$ cat src/sv/assert_macros.svh
// Assertion macros used by the scaler back end.
// Needs a clock named clk and a reset named rst in the using scope.
`ifndef ASSERT_MACROS_SVH
`define ASSERT_MACROS_SVH

// General property, checked outside reset
`define CHK_PROP(label, prop, msg) \
  label: assert property (@(posedge clk) disable iff (rst) prop) else $error(msg);

// Same-cycle implication
`define CHK_IMPL(label, ante, cons, msg) \
  `CHK_PROP(label, (ante) |-> (cons), msg)

// Next-cycle implication
`define CHK_NEXT(label, ante, cons, msg) \
  `CHK_PROP(label, (ante) |=> (cons), msg)

`endif

$ cat src/sv/bis_pkg.sv
`timescale 1ns / 1ps
// Shared types and constants of the bilinear image scaler.
// No dependencies.
package bis_pkg;

  localparam int DEF_MAX_WIDTH  = 256;
  localparam int DEF_MAX_HEIGHT = 256;
  localparam int DEF_WEIGHT_FRACTION_BITS = 16;

  localparam int POS_W   = 28;
  localparam int COORD_W = 12;
  localparam int CFG_W   = 24;
  localparam int CFG_IDX_W = 3;

  // Entry fields sized for the widest parameter values
  localparam int ENT_ADDR_W = 24;
  localparam int ENT_X_W    = 12;
  localparam int ENT_WF_W   = 24;

  localparam logic CMD_LOAD = 1'b0;
  localparam logic CMD_EMIT = 1'b1;

  localparam logic [CFG_IDX_W-1:0] REG_SOURCE_WIDTH  = 3'd0;
  localparam logic [CFG_IDX_W-1:0] REG_SOURCE_HEIGHT = 3'd1;
  localparam logic [CFG_IDX_W-1:0] REG_OUTPUT_WIDTH  = 3'd2;
  localparam logic [CFG_IDX_W-1:0] REG_OUTPUT_HEIGHT = 3'd3;
  localparam logic [CFG_IDX_W-1:0] REG_INVERSE_STEP  = 3'd4;

  typedef struct packed {
    logic                  emit;
    logic [23:0]           rgb;
    logic [ENT_ADDR_W-1:0] base_top;
    logic [ENT_ADDR_W-1:0] base_bottom;
    logic [ENT_X_W-1:0]    x_left;
    logic                  x_step;
    logic [ENT_WF_W-1:0]   dx;
    logic [ENT_WF_W-1:0]   dy;
    logic [COORD_W-1:0]    column;
    logic [COORD_W-1:0]    line;
    logic                  row_end;
    logic                  frame_end;
  } entry_t;

  typedef enum logic [1:0] {
    S_IDLE,
    S_READ,
    S_DRAIN,
    S_PUSH
  } back_state_t;

endpackage

$ cat src/sv/bis_queue.sv
`timescale 1ns / 1ps
// Four-entry request queue between front and back ends.
// Depends on bis_pkg.
module bis_queue (
  input  logic            clk,
  input  logic            rst,
  input  logic            push,
  output logic            push_ready,
  input  bis_pkg::entry_t push_entry,
  output logic            pop_valid,
  input  logic            pop,
  output bis_pkg::entry_t pop_entry
);
  import bis_pkg::*;

  entry_t     slots [4];
  logic [1:0] wr_ptr, rd_ptr;
  logic [2:0] count;

  assign push_ready = count != 3'd4;
  assign pop_valid  = count != 3'd0;
  assign pop_entry  = slots[rd_ptr];

  always_ff @(posedge clk) begin
    if (push) slots[wr_ptr] <= push_entry;
  end

  always_ff @(posedge clk) begin
    if (rst) begin
      wr_ptr <= '0;
      rd_ptr <= '0;
      count  <= '0;
    end else begin
      if (push) wr_ptr <= wr_ptr + 2'd1;
      if (pop)  rd_ptr <= rd_ptr + 2'd1;
      count <= count + 3'(push) - 3'(pop);
    end
  end

endmodule

$ cat config.mk
export PLATFORM = sky130hd
export DESIGN_NAME = bis_queue
export DESIGN_NICKNAME = d
export VERILOG_FILES = /design/src/sv/assert_macros.svh /design/src/sv/bis_pkg.sv /design/src/sv/bis_queue.sv
export SDC_FILE = /design/constraint.sdc
export NUM_CORES = 1
export LEC_CHECK = 0
export ABC_AREA = 0
export BUFFER_PORTS_ARGS = -buffer_cell sky130_fd_sc_hd__clkbuf_2
export CELL_PAD_IN_SITES_DETAIL_PLACEMENT = 1
export CELL_PAD_IN_SITES_GLOBAL_PLACEMENT = 2
export CORE_MARGIN = 2
export CORE_UTILIZATION = 49
export CTS_CLUSTER_DIAMETER = 50
export DETAILED_ROUTE_END_ITERATION = 6
export GPL_ROUTABILITY_DRIVEN = 1
export PLACE_DENSITY_LB_ADDON = 0.12
export SKIP_LAST_GASP = 1
export SYNTH_ARGS = -nofsm -noshare
export SYNTH_HDL_FRONTEND = slang
export SYNTH_SLANG_ARGS = --single-unit
$ cat constraint.sdc
create_clock -name clk -period 12.3 [get_ports clk]
set_input_delay 1.23 -clock clk [delete_from_list [all_inputs] [get_ports clk]]
set_output_delay 1.23 -clock clk [all_outputs]
set_load 0.03 [all_outputs]
==> Yosys cells after proc, flatten, opt, wreduce, memory -nomap -nowiden <==
Memory sizes are Yosys's and may differ from the RTL's. A register that Yosys moved wholly into a read port is not among the register bits.
Cells that the tools add are included.
{ "classes": {"muxes": 4, "n_eq_ne": 1, "reduce_logical": 1, "n_addsub": 4} }
{ "ops": {"columns": ["cell", "n"], "rows": [
  ["2-bit by 1-bit adder with 2-bit output (second input constant)", 2],
  ["2-bit 2-to-1 mux", 2],
  ["3-bit by 1-bit adder with 3-bit output", 1],
  ["3-bit != test (second input constant)", 1],
  ["3-bit nonzero test", 1],
  ["3-bit by 1-bit subtractor with 3-bit output", 1],
  ["1-bit 2-to-1 mux", 2]
]} }
{ "totals": {"memories": 1, "elab_cells": 14, "register_bits": 7, "output_inout_bits": 162, "mem_bits_rw": 640} }
{ "mem_list": {"columns": ["memory", "depth", "word_bits", "read_ports", "rd_clocked_by_memory_dff", "write_ports", "line", "text"], "rows": [
  ["slots", 4, 160, 1, 1, 1, "bis_queue.sv:16", "entry_t slots [4];"]
]} }

==> Logic depth before layout (Yosys ltp) <==
{ "depth": {"word_depth": 3, "mapped_depth": 8, "ltp_nobuf": 8} }

==> Worst setup path before layout <==
No wires, ideal clock.
{ "synth_path": {"path_type": "input port to flip-flop", "start": "input push", "end": "memory slots[0][0] in the netlist's numbering (enable)", "n_path_buf": 0, "arrival_ps": 4876, "slack_ps": 6885, "required_ps": 11762, "cell_stages": 1, "setup_time_ps": 538, "path_cell_list": "and2_1"} }
{ "synth_between": {"elab_chain_len": 2} }
{ "synth_lines": {"columns": ["element", "line", "text"], "rows": [
  ["start, declared", "bis_queue.sv:7", "input logic push,"],
  ["1-bit 2-to-1 mux", "bis_queue.sv:25", "if (push) slots[wr_ptr] <= push_entry;"],
  ["1-bit 2-to-1 mux (not written as such)", "bis_queue.sv:25", null],
  ["end, declared", "bis_queue.sv:16", null]
]} }
Every way passes these cells.

==> results.yml <==
sta:
  max-slew-margin-rel_pct: 27.5
  fin_ws_ps: 8060
  rsz0062_at_grt: "false"
  hold_viol: 0
  period_needed_ps: 4240
  fin_tns_setup_ps: 0
  fin_crit_sh_pct: 34.5
  hold-worst-slack_ps: 540
  finalClockSkew_ps: 15.7
  fmax_mhz: 236
  tightest_slew_ps: 1090
  maxSlewViolCount: 0
  setup_violations: 0
logic_synthesis:
  yosys_most_used_dff: "edfxtp_1"
  yosysSeqAreaShare_pct: 82.5
  netlist_instances: 879
  syn_avg_cell_area_sq_um: 26.7
  synth_edf_count: 640
  yosys_warnings: 0
  synthArstFlopShare_pct: 0
  synth_fp_nets: 1050
  yosysMostFrequentCell: "edfxtp_1"
  synth_top_area_share_pct: 81.8
  ys_types: 20
  syn_area_sq_um: 23500
  synth_common_cells: "edfxtp_1, mux4_2, buf_2, buf_6, dfxtp_1"
  synth_area_leaders: "edfxtp_1, mux4_2, dfxtp_1"
  synth_top_cell_by_area: "edfxtp_1"
  synth-seq-cells: 649
clock_tree:
  insertion_delay_ps: 580
  clock_path_buffers: 3
  cts_buffers: 68
  cts_resized: 0
  cts.clk_slew.worst_paths_ps: 50
  cts_max_level: 3
  clockRootBuffer: "clkbuf_16"
  post_cts_buffers: 0
  cts_tree: "built"
  hold_buffers: 0
  cts_sinks: 649
setup_path:
  crit_type: "reg -> out"
  reg2reg_slack_ps: 9710
  cp_max_fo: 90
  worst_ep_arrival_time_ps: 3010
  r2r_end: "slots[1][9]"
  crit_required_ps: 11070
  worst_setup_path_start_kind: "flop"
  r2r_cells: 3
  endpoint: "pop_entry[62]"
  r2r-start: "wr_ptr[0]"
  cp-end-kind: "output pin"
global_route:
  grt_pass1_wl_um: 71600
  grtUsageTotal_pct: 19.5
  antenna_found_initial: 7
  grt_overflow: 0
  grt_max_degree: 91
  grt_pass1_vias: 11200
job:
  cap_violations: 0
routing:
  drtPass1Iterations: 6
  dr.first_iter.drc_count: 675
  wl_per_cell_um: 24.9
  viasPerCell: 5.44
  postRouteAntennaNets: 0
  drc_errors: 0
  drt-total-wl_um: 47800
  vias: 10400
floorplan:
  die_w_um: 223
  io_pins: 326
  die_h_um: 223
  dieArea_sq_um: 49700
  coreArea_sq_um: 47500
  rows: 80
  initial_core_util_pct: 49.4
cells_and_area:
  register_area_sq_um: 19400
  layout.nets: 1420
  multi_input_area_sq_um: 3850
  areaGrowthSynthToFinish_pct: 18.9
  layout-drive-gt1-share_pct: 46.2
  fin_util_pct: 58.7
  fillers: 3967
  fin_cells: 1916
placement:
  dp.final_hpwl_um: 28300
  io_buffers: 325
  place_ws_ps: 8540
  dp_cells: 1794
  gp_congestion: 0.715
run_status:
  run_status: "finished, final reports clean"
pwr:
  cellLeakagePower_nw: 9.42
  powerDensity_nw_per_um2: 184
  ir_worst_vdd_mv: 0.131
min_path:
  hold_class: "reg -> reg"
-- cell families (layout without fill, tap and decap cells) --
family	count (synthesis)	count (layout)	synth area share, %
AO/OA/AOI/OAI	2	2	0.0639
XOR/XNOR	3	3	0.170
adder cells (fa/ha/maj)	7	7	0.405
buffers and inverters	42	461	1.12
flip-flops	649	649	82.5
multiplexers	161	161	15.4
other	0	3	0
AND/OR/NAND/NOR	15	15	0.319
-- metrics by stage --
step	total power, W	instance area [sq um]
4_1_cts	0.00520	27900
2_1_floorplan	0.00302	23500
3_5_place_dp	0.00321	25800
5_1_grt	0.00530	27900
3_3_place_gp	0.00320	25800
6_report	0.00513	27900
-- sequential cells by signal, indices dropped and copies added, names as in the netlist, named ones only --
name and flops:
count 3, wr_ptr 2, rd_ptr 2, slots 640
-- critical path: stages, from the launching register on --
cell and delay [ps]:
dfxtp_4 790, buf_12 570, mux4_2 650, clkbuf_2 210
-- layout by cell type (no fill, tap or decap), types with 2 or more instances in the layout --
cell / instances
edfxtp_1: 640
clkinv_1: 9
xnor2_1: 2
inv_1: 5
clkinv_2: 8
clkbuf_1: 14
bufinv_16: 6
mux4_2: 160
inv_6: 6
clkbuf_2: 325
and2_4: 4
clkbuf_8: 2
dfxtp_4: 2
clkinvlp_4: 4
nor2_1: 7
diode_2: 3
dfxtp_1: 7
ha_1: 6
buf_4: 11
clkbuf_16: 69
-- power breakdown --
group	leakage [nW]	internal [W]	switching [W]	total (W)
logic	2.43	0.000199	0.000373	0.000572
clock network	1.04	0.00117	0.000808	0.00198
registers	5.95	0.00254	0.0000349	0.00258
total	9.42	0.00391	0.00122	0.00513
-- worst min-delay path by stage --
stage	slack, ps	startpoint	to	cells after the start
3_3_place_gp	520	rd_ptr[1]	flop	2
6_report	540	rd_ptr[1]	flop	2
5_1_grt	590	rd_ptr[1]	flop	2
2_1_floorplan	500	rd_ptr[1]	flop	2
4_1_cts	540	rd_ptr[1]	flop	2
3_5_place_dp	520	rd_ptr[1]	flop	2
-- layer usage --
| metal | global-route usage [%] | up-vias | share of wire (%) |
|---|---|---|---|
| met4 | 6.84 | 6 | 2.3 |
| met5 | 0 | - | 0.082 |
| li1 | - | 4556 | - |
| met3 | 6.40 | 76 | 7.2 |
| met1 | 26.2 | 5502 | 42 |
| met2 | 30.4 | 284 | 49 |
-- final cells by class --
| class | count | area share, % |
|---|---|---|
| Antenna cell | 3 | 0.0269 |
| Clock inverter | 34 | 1.24 |
| Multi-Input combinational cell | 188 | 13.8 |
| Timing Repair Buffer | 337 | 6.19 |
| Clock buffer | 85 | 6.47 |
| Sequential cell | 649 | 69.5 |
| Inverter | 5 | 0.0672 |
| Tap cell | 615 | 2.75 |
Note: power is estimated with default switching activity, not from simulation.
