### config.mk
export PLATFORM = sky130hd
export DESIGN_NAME = bis_front
export DESIGN_NICKNAME = d
export VERILOG_FILES = /design/src/sv/assert_macros.svh /design/src/sv/bis_pkg.sv /design/src/sv/bis_front.sv
export SDC_FILE = /design/constraint.sdc
export NUM_CORES = 1
export LEC_CHECK = 0
export ABC_AREA = 1
export ABC_CLOCK_PERIOD_IN_PS = 13800
export BUFFER_PORTS_ARGS = -buffer_cell sky130_fd_sc_hd__buf_2
export CAP_MARGIN = 20
export CORE_MARGIN = 4
export CORE_UTILIZATION = 24
export DETAILED_ROUTE_END_ITERATION = 6
export GPL_TIMING_DRIVEN = 0
export PLACE_DENSITY = 0.42
export SYNTH_ARGS = -nofsm -noshare
export SYNTH_HDL_FRONTEND = slang
export SYNTH_SLANG_ARGS = --single-unit
### constraint.sdc
create_clock -name clk -period 13.8 [get_ports clk]
set_clock_uncertainty 0.1 [all_clocks]
set_input_delay 1.38 -clock clk [delete_from_list [all_inputs] [get_ports clk]]
set_output_delay 1.38 -clock clk [all_outputs]
set_load 0.1 [all_outputs]
### src/sv/assert_macros.svh
// Assertion macros used by the scaler back end.
// Needs a clock named clk and a reset named rst in the using scope.
`ifndef ASSERT_MACROS_SVH
`define ASSERT_MACROS_SVH

// General property, checked outside reset
`define CHK_PROP(label, prop, msg) \
  label: assert property (@(posedge clk) disable iff (rst) prop) else $error(msg);

// Same-cycle implication
`define CHK_IMPL(label, ante, cons, msg) \
  `CHK_PROP(label, (ante) |-> (cons), msg)

// Next-cycle implication
`define CHK_NEXT(label, ante, cons, msg) \
  `CHK_PROP(label, (ante) |=> (cons), msg)

`endif

### src/sv/bis_pkg.sv
`timescale 1ns / 1ps
// Shared types and constants of the bilinear image scaler.
// No dependencies.
package bis_pkg;

  localparam int DEF_MAX_WIDTH  = 256;
  localparam int DEF_MAX_HEIGHT = 256;
  localparam int DEF_WEIGHT_FRACTION_BITS = 16;

  localparam int POS_W   = 28;
  localparam int COORD_W = 12;
  localparam int CFG_W   = 24;
  localparam int CFG_IDX_W = 3;

  // Entry fields sized for the widest parameter values
  localparam int ENT_ADDR_W = 24;
  localparam int ENT_X_W    = 12;
  localparam int ENT_WF_W   = 24;

  localparam logic CMD_LOAD = 1'b0;
  localparam logic CMD_EMIT = 1'b1;

  localparam logic [CFG_IDX_W-1:0] REG_SOURCE_WIDTH  = 3'd0;
  localparam logic [CFG_IDX_W-1:0] REG_SOURCE_HEIGHT = 3'd1;
  localparam logic [CFG_IDX_W-1:0] REG_OUTPUT_WIDTH  = 3'd2;
  localparam logic [CFG_IDX_W-1:0] REG_OUTPUT_HEIGHT = 3'd3;
  localparam logic [CFG_IDX_W-1:0] REG_INVERSE_STEP  = 3'd4;

  typedef struct packed {
    logic                  emit;
    logic [23:0]           rgb;
    logic [ENT_ADDR_W-1:0] base_top;
    logic [ENT_ADDR_W-1:0] base_bottom;
    logic [ENT_X_W-1:0]    x_left;
    logic                  x_step;
    logic [ENT_WF_W-1:0]   dx;
    logic [ENT_WF_W-1:0]   dy;
    logic [COORD_W-1:0]    column;
    logic [COORD_W-1:0]    line;
    logic                  row_end;
    logic                  frame_end;
  } entry_t;

  typedef enum logic [1:0] {
    S_IDLE,
    S_READ,
    S_DRAIN,
    S_PUSH
  } back_state_t;

endpackage

### src/sv/bis_front.sv
`timescale 1ns / 1ps
// Front end: configuration registers, request classification, raster counters.
// Depends on bis_pkg.
module bis_front #(
  parameter int MAX_WIDTH  = 256,
  parameter int MAX_HEIGHT = 256,
  parameter int WEIGHT_FRACTION_BITS = 16
) (
  input  logic                           clk,
  input  logic                           rst,
  input  logic                           cfg_write,
  input  logic [bis_pkg::CFG_IDX_W-1:0]  cfg_index,
  input  logic [bis_pkg::CFG_W-1:0]      cfg_data,
  input  logic                           in_valid,
  output logic                           in_ready,
  input  logic                           command,
  input  logic [7:0]                     in_red,
  input  logic [7:0]                     in_green,
  input  logic [7:0]                     in_blue,
  output logic                           q_push,
  input  logic                           q_ready,
  output bis_pkg::entry_t                q_entry
);
  import bis_pkg::*;

  localparam int WF   = WEIGHT_FRACTION_BITS;
  localparam int AW   = $clog2(MAX_WIDTH * MAX_HEIGHT);
  localparam int SW_W = $clog2(MAX_WIDTH + 1);
  localparam int SH_W = $clog2(MAX_HEIGHT + 1);
  localparam int XW   = $clog2(MAX_WIDTH);
  localparam int YW   = $clog2(MAX_HEIGHT);

  logic [8:0]         source_width, source_height;
  logic [11:0]        output_width, output_height;
  logic [23:0]        inverse_step;
  logic [AW-1:0]      load_pointer;
  logic [COORD_W-1:0] emit_column, emit_row;
  logic [POS_W-1:0]   xpos, ypos;

  logic [SW_W-1:0]    sw;
  logic [SH_W-1:0]    sh;
  logic [11:0]        ow, oh;
  logic [AW:0]        frame_size, lp_inc;
  logic [11:0]        x_int, y_int;
  logic [XW-1:0]      x_left;
  logic [YW-1:0]      y_top;
  logic               x_step, y_step;
  logic [AW-1:0]      base_top, base_bottom;
  logic [WF+15:0]     dx_ext, dy_ext;
  logic               row_end, frame_end;

  always_ff @(posedge clk) begin
    if (rst) begin
      source_width  <= 9'd256;
      source_height <= 9'd256;
      output_width  <= 12'd256;
      output_height <= 12'd256;
      inverse_step  <= 24'd65536;
    end else if (cfg_write) begin
      unique case (cfg_index)
        REG_SOURCE_WIDTH:  source_width  <= cfg_data[8:0];
        REG_SOURCE_HEIGHT: source_height <= cfg_data[8:0];
        REG_OUTPUT_WIDTH:  output_width  <= cfg_data[11:0];
        REG_OUTPUT_HEIGHT: output_height <= cfg_data[11:0];
        REG_INVERSE_STEP:  inverse_step  <= cfg_data;
        default: ;
      endcase
    end
  end

  always_comb begin
    if (source_width == '0) sw = SW_W'(1);
    else if (32'(source_width) > MAX_WIDTH) sw = SW_W'(MAX_WIDTH);
    else sw = SW_W'(source_width);
    if (source_height == '0) sh = SH_W'(1);
    else if (32'(source_height) > MAX_HEIGHT) sh = SH_W'(MAX_HEIGHT);
    else sh = SH_W'(source_height);
    ow = (output_width == '0) ? 12'd1 : output_width;
    oh = (output_height == '0) ? 12'd1 : output_height;
  end

  assign frame_size = (AW+1)'(32'(sw) * 32'(sh));
  assign lp_inc     = (AW+1)'(load_pointer) + (AW+1)'(1);

  always_comb begin
    x_int = xpos[POS_W-1:16];
    y_int = ypos[POS_W-1:16];
    if (32'(x_int) >= 32'(sw) - 1) x_left = XW'(32'(sw) - 1);
    else x_left = XW'(x_int);
    if (32'(y_int) >= 32'(sh) - 1) y_top = YW'(32'(sh) - 1);
    else y_top = YW'(y_int);
    x_step = 32'(x_left) != 32'(sw) - 1;
    y_step = 32'(y_top) != 32'(sh) - 1;
  end

  assign base_top    = AW'(32'(y_top) * 32'(sw));
  assign base_bottom = y_step ? base_top + AW'(sw) : base_top;
  assign dx_ext      = (WF+16)'(xpos[15:0]) << WF;
  assign dy_ext      = (WF+16)'(ypos[15:0]) << WF;
  assign row_end     = emit_column >= ow - 12'd1;
  assign frame_end   = row_end && (emit_row >= oh - 12'd1);

  assign in_ready = q_ready;
  assign q_push   = in_valid && q_ready;

  always_comb begin
    q_entry             = '0;
    q_entry.emit        = command;
    q_entry.rgb         = {in_red, in_green, in_blue};
    q_entry.base_top    = ENT_ADDR_W'(command == CMD_EMIT ? base_top : load_pointer);
    q_entry.base_bottom = ENT_ADDR_W'(base_bottom);
    q_entry.x_left      = ENT_X_W'(x_left);
    q_entry.x_step      = x_step;
    q_entry.dx          = ENT_WF_W'(dx_ext[WF+15:16]);
    q_entry.dy          = ENT_WF_W'(dy_ext[WF+15:16]);
    q_entry.column      = emit_column;
    q_entry.line        = emit_row;
    q_entry.row_end     = row_end;
    q_entry.frame_end   = frame_end;
  end

  always_ff @(posedge clk) begin
    if (rst) begin
      load_pointer <= '0;
      emit_column  <= '0;
      emit_row     <= '0;
      xpos         <= '0;
      ypos         <= '0;
    end else if (q_push) begin
      if (command == CMD_LOAD) begin
        load_pointer <= (lp_inc >= frame_size) ? '0 : lp_inc[AW-1:0];
      end else if (!row_end) begin
        emit_column <= emit_column + 12'd1;
        xpos        <= xpos + POS_W'(inverse_step);
      end else begin
        emit_column <= '0;
        xpos        <= '0;
        if (frame_end) begin
          emit_row <= '0;
          ypos     <= '0;
        end else begin
          emit_row <= emit_row + 12'd1;
          ypos     <= ypos + POS_W'(inverse_step);
        end
      end
    end
  end

endmodule

* After elaboration in Yosys (flattened, before gate mapping)
Cells that the tools add are included.
Storage, ports and cells: register bits after elaboration 162, input port bits 57, word-level logic and storage cells 66
Cells by class: add/subtract/negate cells 10, multipliers 2, $lt $le $gt $ge 7, equality and inequality tests 6, multiplexer cells 15, bitwise operators 1, reductions and logical operators 15
Operators by type and width (number):
- 12-bit by 32-bit greater-or-equal comparator with 1-bit output | 2
- 8-bit by 32-bit != test with 1-bit output | 2
- 28-bit by 24-bit adder with 28-bit output | 2
- 28-bit two-way mux | 2
- 12-bit two-way mux | 4
- 16-bit two-way mux | 3
- 9-bit two-way mux | 4
- 12-bit by 1-bit adder with 12-bit output (second input constant) | 2
- 12-bit greater-or-equal comparator | 2
- 12-bit logical NOT | 2
- 12-bit by 1-bit subtractor with 12-bit output (second input constant) | 2
- 9-bit by 1-bit subtractor with 10-bit output (second input constant) | 2
- 9-bit > comparator (second input constant) | 2
- 9-bit logical NOT | 2
- 16-bit by 1-bit adder with 17-bit output (second input constant) | 1
- 17-bit greater-or-equal comparator | 1
- 9-bit by 9-bit multiplier with 17-bit output | 1
- 16-bit by 9-bit adder with 16-bit output | 1
- 8-bit by 9-bit multiplier with 16-bit output | 1
- 8-bit two-way mux | 2
- 2-bit AND reduction | 7
- 3-bit by 2-bit equality test with 1-bit output (second input constant) | 2
- 3-bit by 1-bit equality test with 1-bit output (second input constant) | 1
- 3-bit equality test (second input constant) | 1
- other kinds (4) | 5

* Logic depth before layout (Yosys ltp)
Gate-level depths: netlist (run 1).
depth after elaboration 9, mapped depth 47

* Worst setup path after synthesis (run 1)
Ideal clock, no wire load.
path kind reg2out, from register source_height[4], to output q_entry[125] (netlist name), arrival 8.309 ns, data required time 12.320 ns, path slack 4.011 ns, cell stages (with the launch flop) 38, path buffers 2, cell sequence dfxtp_1 -> nor2_1 -> nand2_1 -> inv_1 -> nand3_1 -> nand2_1 -> clkbuf_1 -> inv_1 -> ha_1 -> nand3_2 -> xor2_2 -> ha_1 -> nand2_1 -> inv_1 -> nand2_1 -> nand2_1 -> nor2_1 -> nand2_1 -> [... 2 more ...] -> buf_4 -> o21ai_1 -> or2_2 -> fa_1 -> fa_1 -> inv_1 -> fa_1 -> inv_1 -> fa_1 -> inv_1 -> ha_1 -> a21oi_1 -> nor2_1 -> o21ai_0 -> nand3_1 -> nand2_1 -> nand2_1 -> o21ai_0
RTL lines:
- start, declared | line bis_front.sv:33 | logic [8:0] source_width, source_height;
- start signal, assigned | line bis_front.sv:62 | REG_SOURCE_HEIGHT: source_height <= cfg_data[8:0];
- end, declared | line bis_front.sv:22 | output bis_pkg::entry_t q_entry

==> summary.md, run 1 <==
| Metric | Value |
|---|---|
| Simple-Gate Fraction of Synth Area | `about a quarter` |
| Footprint of the multi-input gates | `0.0122 mm2` |
| Max-slew headroom | `a little over a third` |
| Hold Fails Final Rpt | `0` |
| GRT Total Usage | `between 15 and 20%` |
| Clock H-tree levels | `4` |
| Post-synthesis instance area | `0.0177 mm2` |
| Largest family of logic cells by synthesized area | `adder cells` |
| Switching pwr | `427 uW` |
| Routed Wire Length | `between 60 and 70 mm` |
| FMAX | `approximately 0.087 GHz` |
| Proportion of synthesized chip area in sequential cells | `between 15 and 20%` |
| Setup Viol. Count Final | `0` |
| Dominant cell by count in the synthesized netlist | `nand2_1` |
| Synth area leader | `dfxtp_1` |
| Antenna-violating nets left | `0` |
| Number of clock buffers inserted by TritonCTS | `17` |
| Switching share of power | `around a third` |
| Detail-routed via count per cell | `between 4 and 5` |
| Final estimated routing congestion in global placement | `0.864` |
| Most used DFF post-synth | `dfxtp_1` |
| Unrepaired setup endpoints after global routing | `no` |
| Crit path kind | `reg -> out` |
| Multiplexer fraction of the synthesized cell area | `0%` |
| Seq pwr share | `38.5%` |
| Worst Path Max Fanout | `10` |
| Warning count from the yosys run | `0` |
| Fraction of layout instances using a drive strength above 1 | `between 10% and 20%` |
| Maximum number of pins on one net before global-route repair | `17` |
| Share of synthesized registers carrying an async set or reset | `0%` |
| Synth cell count leaders | `nand2_1, inv_1, nor2_1, ha_1, a21oi_1` |
| DRC Markers | `0` |
| Type of the most critical hold path | `reg -> reg` |
| Total of buffers placed on input and output ports | `approximately 160` |
| Area growth from synthesis to final layout | `16.1%` |
| Most frequent CP cell | `nand2_1` |
| Yosys reg bits | `approximately 160` |
| Internal power of the cells | `831 uW` |
| Non-filler instance count after layout | `between 3,000 and 4,000` |
| Power density normalized to cell area | `~61 mW/mm2` |
| Number of primary I/O pins | `roughly 220` |
| Number of global-route vias before repair | `roughly 16,000` |
| TritonCTS clock tree | `yes` |
| Tmin final | `~11,000 ps` |
| Leakage Power | `around 10 nW` |
| Share of Yosys cell area claimed by the top area cell type | `18.4%` |
| Hold_buf cts | `0` |
| Compound-cell area share of the yosys netlist | `13.5%` |
| Number of DRC markers after the initial detailed-route iteration | `907` |
| Number of rows created at floorplan | `~100` |
| Setup slack after layout | `2370 ps` |
| Total of cells resized after clock tree synthesis | `0` |
| Skew-Pair Late Insertion Delay | `about 500 ps` |
| Max Root-Sink Buffers | `2` |
| Slew @ Worst Pin | `966 ps` |
| Clk network pwr share | `around 44%` |
| Critical path's largest stage delay | `a little under 700 ps` |
| Post-detail-place hpwl | `a little under 50 mm` |
| Cell count after synthesis | `2,573` |
| Number of diodes | `0` |
| Final count of pins violating max slew | `0` |
| Final routed wire length divided by cell count | `around 16 um` |
| Arrival time at the worst endpoint | `9950 ps` |
| Post-CTS clock slew at the launch and capture registers of the worst setup and hold paths | `80 ps` |
| Unique cell type count in the Yosys netlist | `between 40 and 50` |
| Area of all sequential standard cells | `0.00324 mm2` |
| Critical path launch point type | `flop` |
| Area of the die | `between 0.07 and 0.08 mm2` |
| Wire length of the first global-routing pass | `roughly 93 mm` |
| Clk Tree Root Cell | `clkbuf_16` |
| Data required time of the worst path | `12,320 ps` |
| Count of flip-flops with a built-in enable after synthesis | `0` |
| Crit share post-route | `a little over 80%` |
| Comb power frac | `between 10% and 20%` |
| Count of buffers added by post-CTS timing repair for setup | `0` |
| Minimum setup slack after placement | `approximately 2900 ps` |
| Nets | `~3,100` |
| Via count | `around 17,000` |
| Post-Synth Adder-Cell Area | `roughly 25%` |
| Number of sinks driven by the clock tree | `between 150 and 200` |
| Max Cap Violations | `0` |
| Antenna violations before repair | `2` |
| Nature of the critical path endpoint | `output port` |
| Fill cell count | `a little over 8,000` |
| Core footprint | `0.0730 mm2` |
| Peak VDD IR | `83.9 uV` |
| Number of placed cells counting well taps | `between 3,000 and 4,000` |
| Result of the run | `complete, no violations` |
| Mean instance size in the synthesized netlist | `around 6.9 um2` |
| Fin Setup TNS | `0 ps` |
| Total Power Consumption | `approximately 1.3 mW` |
| Starting density of the core | `approximately a quarter` |
| Cell with the biggest individual delay on the critical path | `o21ai_1` |
| Count of TritonRoute iterations in the first routing pass | `7` |
| Largest cells by area after synthesis | `dfxtp_1, ha_1, nand2_1` |
| Fraction of synthesized cell area in xor and xnor cells | `just under 6%` |
| Die Height | `279 um` |
| GRT Residual Overflow | `0` |
| Die span in x | `279 um` |
## stage by stage
| stage | util, % | instance area [um2] | hold slack, ps |
|---|---|---|---|
| after floorplan | - | 17800 | 330 |
| after global placement | 27.1 | 19800 | 356 |
| after global routing | 28.1 | 20500 | 395 |
| after detailed placement | 27.2 | 19900 | 364 |
| final | 28.1 | 20500 | 373 |
| after CTS | 28.1 | 20500 | 374 |
## critical path: cells and delay by family, from the launching register on
family	cells	cell delay, ps
AOI/OAI and AO/OA	7	1720
buffers and inverters	9	1590
adders and majority gates	8	3330
DFF	1	360
xor gates and xnor gates	3	750
and+or+nand+nor	17	1700
## cell usage in the layout, fill, tap and decap left out, types with 6 or more instances in the layout
cell type / Yosys / routed
nand2_1: 498 / 498
inv_1: 347 / 347
nor2_1: 338 / 338
ha_1: 199 / 199
a21oi_1: 190 / 190
o21ai_0: 173 / 173
dfxtp_1: 162 / 162
buf_2: 2 / 159
buf_4: 98 / 98
nand3_1: 94 / 94
fa_1: 93 / 93
xor2_1: 83 / 83
clkbuf_1: 48 / 49
conb_1: 2 / 42
nor3_1: 37 / 37
xnor2_1: 32 / 32
nand4_1: 24 / 24
clkbuf_16: 0 / 17
o21ai_2: 15 / 15
nor4_1: 12 / 12
a31oi_1: 12 / 12
a21o_1: 10 / 10
or2_2: 9 / 9
clkinv_1: 9 / 9
inv_2: 8 / 8
nand3b_1: 8 / 8
nor3b_1: 8 / 8
o21bai_1: 7 / 7
a211oi_1: 6 / 6
o21ai_1: 6 / 6
inv_6: 0 / 6
## path summary, 6_finish.rpt
kind	from	to	slack [ps]	cells after the start
worst max-delay path	source_height[3]$_SDFFE_PP0P_	q_entry[98]	2370	44
worst min-delay path	output_height[0]$_SDFFE_PP0P_	output_height[0]$_SDFFE_PP0P_	370	2
worst max register to register	source_width[8]$_SDFFE_PP1P_	load_pointer[14]$_SDFFE_PP0P_	5400	33
worst min register to register	output_height[0]$_SDFFE_PP0P_	output_height[0]$_SDFFE_PP0P_	370	2
## state kept, by name, indices dropped and copies added (netlist names)
signal / cells
ypos: 28
emit_row: 12
source_width: 9
source_height: 9
load_pointer: 16
emit_column: 12
output_width: 12
inverse_step: 24
xpos: 28
output_height: 12
## power groups by stage
stage	combinational [mW]	clock [mW]	sequential, mW
floorplan	0.175	0	0.492
finish	0.226	0.548	0.484
CTS	0.228	0.565	0.484
global placement	0.226	0	0.495
global route	0.245	0.579	0.485
detailed placement	0.227	0	0.495
## per-layer routing
layer	up-vias	GRT usage, %	wire length (um)
li1	8579	-	-
met1	7608	20.5	28800
met2	293	25.8	28300
met3	39	2.42	2290
met4	0	3.09	692
met5	-	0	0
## layout make-up
cell class | instances | area share [%]
Multi-Input combinational cell | 1934 | 59.7
Sequential cell | 162 | 15.8
Clock buffer | 20 | 2.23
Tap cell | 959 | 5.85
Buffer | 152 | 4.66
Inverter | 365 | 6.69
Clock inverter | 12 | 0.909
Timing Repair Buffer | 161 | 4.15
## cells by family (layout without fill, tap and decap cells)
family / Yosys count / count (layout)
buf+inv: 517 / 710
xor+xnor: 117 / 117
other cells: 2 / 42
flops: 162 / 162
simple gates: 1043 / 1043
compound gates: 440 / 440
fa+ha+maj: 292 / 292
Power figures use the tool's default switching activity.
==> run 2, diff against run 1 <==
Settings changed: ABC_CLOCK_PERIOD_IN_PS 13800 to 11170.
Clock period 13.8 ns to 11.17 ns, I/O delays scaled along.
==> run 2 against run 1 <==
Design area is 0.22% higher. Sequential share of layout area hardly changed. Register-to-register slack worse by 2600 ps. Global-route usage hardly changed. Final cell count stayed put. Highest routed layer unchanged.
==> summary.md, run 2 (synthesis gave the netlist of run 1 again) <==
| Metric | Value |
|---|---|
| Core footprint | `0.0730 mm2 (unchanged)` |
| Final routed wire length divided by cell count | `15.9 um (about the same)` |
| Post-CTS clock slew at the launch and capture registers of the worst setup and hold paths | `70 ps (was 80 ps)` |
| Total of buffers placed on input and output ports | `157 (unchanged)` |
| Most frequent CP cell | `nand2_1 (unchanged)` |
| Hold Fails Final Rpt | `0 (unchanged)` |
| Post-detail-place hpwl | `49.7 mm (unchanged)` |
| Fraction of layout instances using a drive strength above 1 | `12.3% (was 12.1%)` |
| Number of primary I/O pins | `219 (unchanged)` |
| Slew @ Worst Pin | `978 ps (was 966 ps)` |
| Count of TritonRoute iterations in the first routing pass | `7 (unchanged)` |
| Crit share post-route | `between 90% and 100%` |
| Final estimated routing congestion in global placement | `0.864 (unchanged)` |
| Most frequent cells in the layout | `nand2_1, inv_1, nor2_1 (unchanged)` |
| Type of the most critical hold path | `reg -> reg (unchanged)` |
| Cell with the biggest individual delay on the critical path | `fa_1 (was o21ai_1)` |
| Unrepaired setup endpoints after global routing | `no (unchanged)` |
| Die span in x | `279 um (unchanged)` |
| Starting density of the core | `24.2% (unchanged)` |
| Routed Wire Length | `60.0 mm (about the same)` |
| Worst Path Max Fanout | `10 (unchanged)` |
| Area growth from synthesis to final layout | `16.4% (was 16.1%)` |
| Nature of the critical path endpoint | `output port (unchanged)` |
| Total Power Consumption | `1.55 mW (was 1.26 mW)` |
| Detail-routed via count per cell | `4.38 (was 4.39)` |
| Critical path launch point type | `flop (unchanged)` |
| Largest registers | `xpos (28), ypos (28), inverse_step (24) (unchanged)` |
| GRT Total Usage | `15.2% (about the same)` |
| DRC Markers | `0 (unchanged)` |
| Die Height | `279 um (unchanged)` |
| Number of DRC markers after the initial detailed-route iteration | `911 (was 907)` |
| Number of diodes | `0 (unchanged)` |
| Number of sinks driven by the clock tree | `162 (unchanged)` |
| Antenna-violating nets left | `0 (unchanged)` |
| FMAX | `0.0962 GHz` |
| Number of clock buffers inserted by TritonCTS | `17 (unchanged)` |
| Setup Viol. Count Final | `0 (unchanged)` |
| Max Cap Violations | `0 (unchanged)` |
| Data required time of the worst path | `9950 ps (was 12,320 ps)` |
| Number of rows created at floorplan | `99 (unchanged)` |
| Nets | `3,142 (unchanged)` |
| Final count of pins violating max slew | `0 (unchanged)` |
| Maximum number of pins on one net before global-route repair | `17 (unchanged)` |
| Max-slew headroom | `34.3% (was 35.1%)` |
| Tmin final | `10,390 ps` |
| Skew-Pair Late Insertion Delay | `490 ps (was 500 ps)` |
| Arrival time at the worst endpoint | `9170 ps (was 9950 ps)` |
| Crit path kind | `reg -> out (unchanged)` |
| Critical path's largest stage delay | `530 ps (was 690 ps)` |
| Result of the run | `complete, no violations (unchanged)` |
| Most common cell after layout, fill and taps aside | `nand2_1 (unchanged)` |
| Wire length of the first global-routing pass | `92.9 mm (unchanged)` |
| Power density normalized to cell area | `75.6 mW/mm2 (was 61.3 mW/mm2)` |
| Max Root-Sink Buffers | `2 (unchanged)` |
| Peak VDD IR | `103 uV (was 83.9 uV)` |
| Via count | `16,500 (about the same)` |
| Fin Setup TNS | `0 ps (unchanged)` |
| Area of the die | `0.0780 mm2 (unchanged)` |
| GRT Residual Overflow | `0 (unchanged)` |
| Antenna violations before repair | `2 (unchanged)` |
| Clock H-tree levels | `4 (unchanged)` |
| TritonCTS clock tree | `yes (unchanged)` |
| Number of global-route vias before repair | `16,200 (about the same)` |
| Clk Tree Root Cell | `clkbuf_16 (unchanged)` |
| Leakage Power | `10.4 nW (about the same)` |
==> run 2: where the power goes <==
part,internal [mW],leakage (nW),switching [mW]
registers,0.587,1.31,0.0109
clock network,0.373,0.314,0.304
logic,0.0668,8.74,0.213
==> run 2: final timing paths <==
path                                 startpoint                       endpoint  slack, ps  cells after the start
setup / recovery  source_height[8]$_SDFFE_PP1P_                    q_entry[98]        780                     43
hold / removal    output_height[0]$_SDFFE_PP0P_  output_height[0]$_SDFFE_PP0P_        370                      2
setup reg to reg   source_width[8]$_SDFFE_PP1P_  load_pointer[14]$_SDFFE_PP0P_       2800                     33
hold reg to reg   output_height[0]$_SDFFE_PP0P_  output_height[0]$_SDFFE_PP0P_        370                      2
==> run 2: cell type report <==
cell class	count	area (um2)
plain buffers	152	957
well taps	959	1200
repair buffers	161	853
multi-input cells	1934	12300
inverters	365	1370
flip-flops and latches	162	3240
fillers	8245	52400
clock inverters	12	186
clock buffers	20	457
==> run 2: timing repair <==
item                       in CTS  in global routing
gates resized for setup         3                  7
setup buffers                   0                  0
setup endpoints to repair       1                  7
cloned                          0                  0
hold buffers                    0                  0
pin swaps                       0                  0
==> run 2: metrics by stage <==
step	cell area [um2]	worst slack, ps	instances	utilization, %	hold slack, ps
after global routing	20600	68.0	3765	28.2	395
after global placement	19800	448	3729	27.1	356
final	20600	778	3765	28.2	373
after detailed placement	19900	495	3733	27.2	364
after CTS	20500	192	3765	28.1	374
after floorplan	17800	1640	2613	-	330
==> run 2: routing by layer <==
layer  GRT usage (%)  routed length, um  share of wire [%]
met1            20.5              28700                 48
met4            3.09                707                1.2
met2            25.8              28200                 47
met3            2.42               2280                3.8
met5               0                  0                  0
==> run 2: critical path: cells and delay by family (launching register included) <==
kind / cells / cell delay (ps)
adders and majority gates: 8 / 3320
and+or+nand+nor: 16 / 1760
buffers and inverters: 9 / 1340
AOI/OAI and AO/OA: 7 / 1150
xor gates and xnor gates: 3 / 660
DFF: 1 / 440
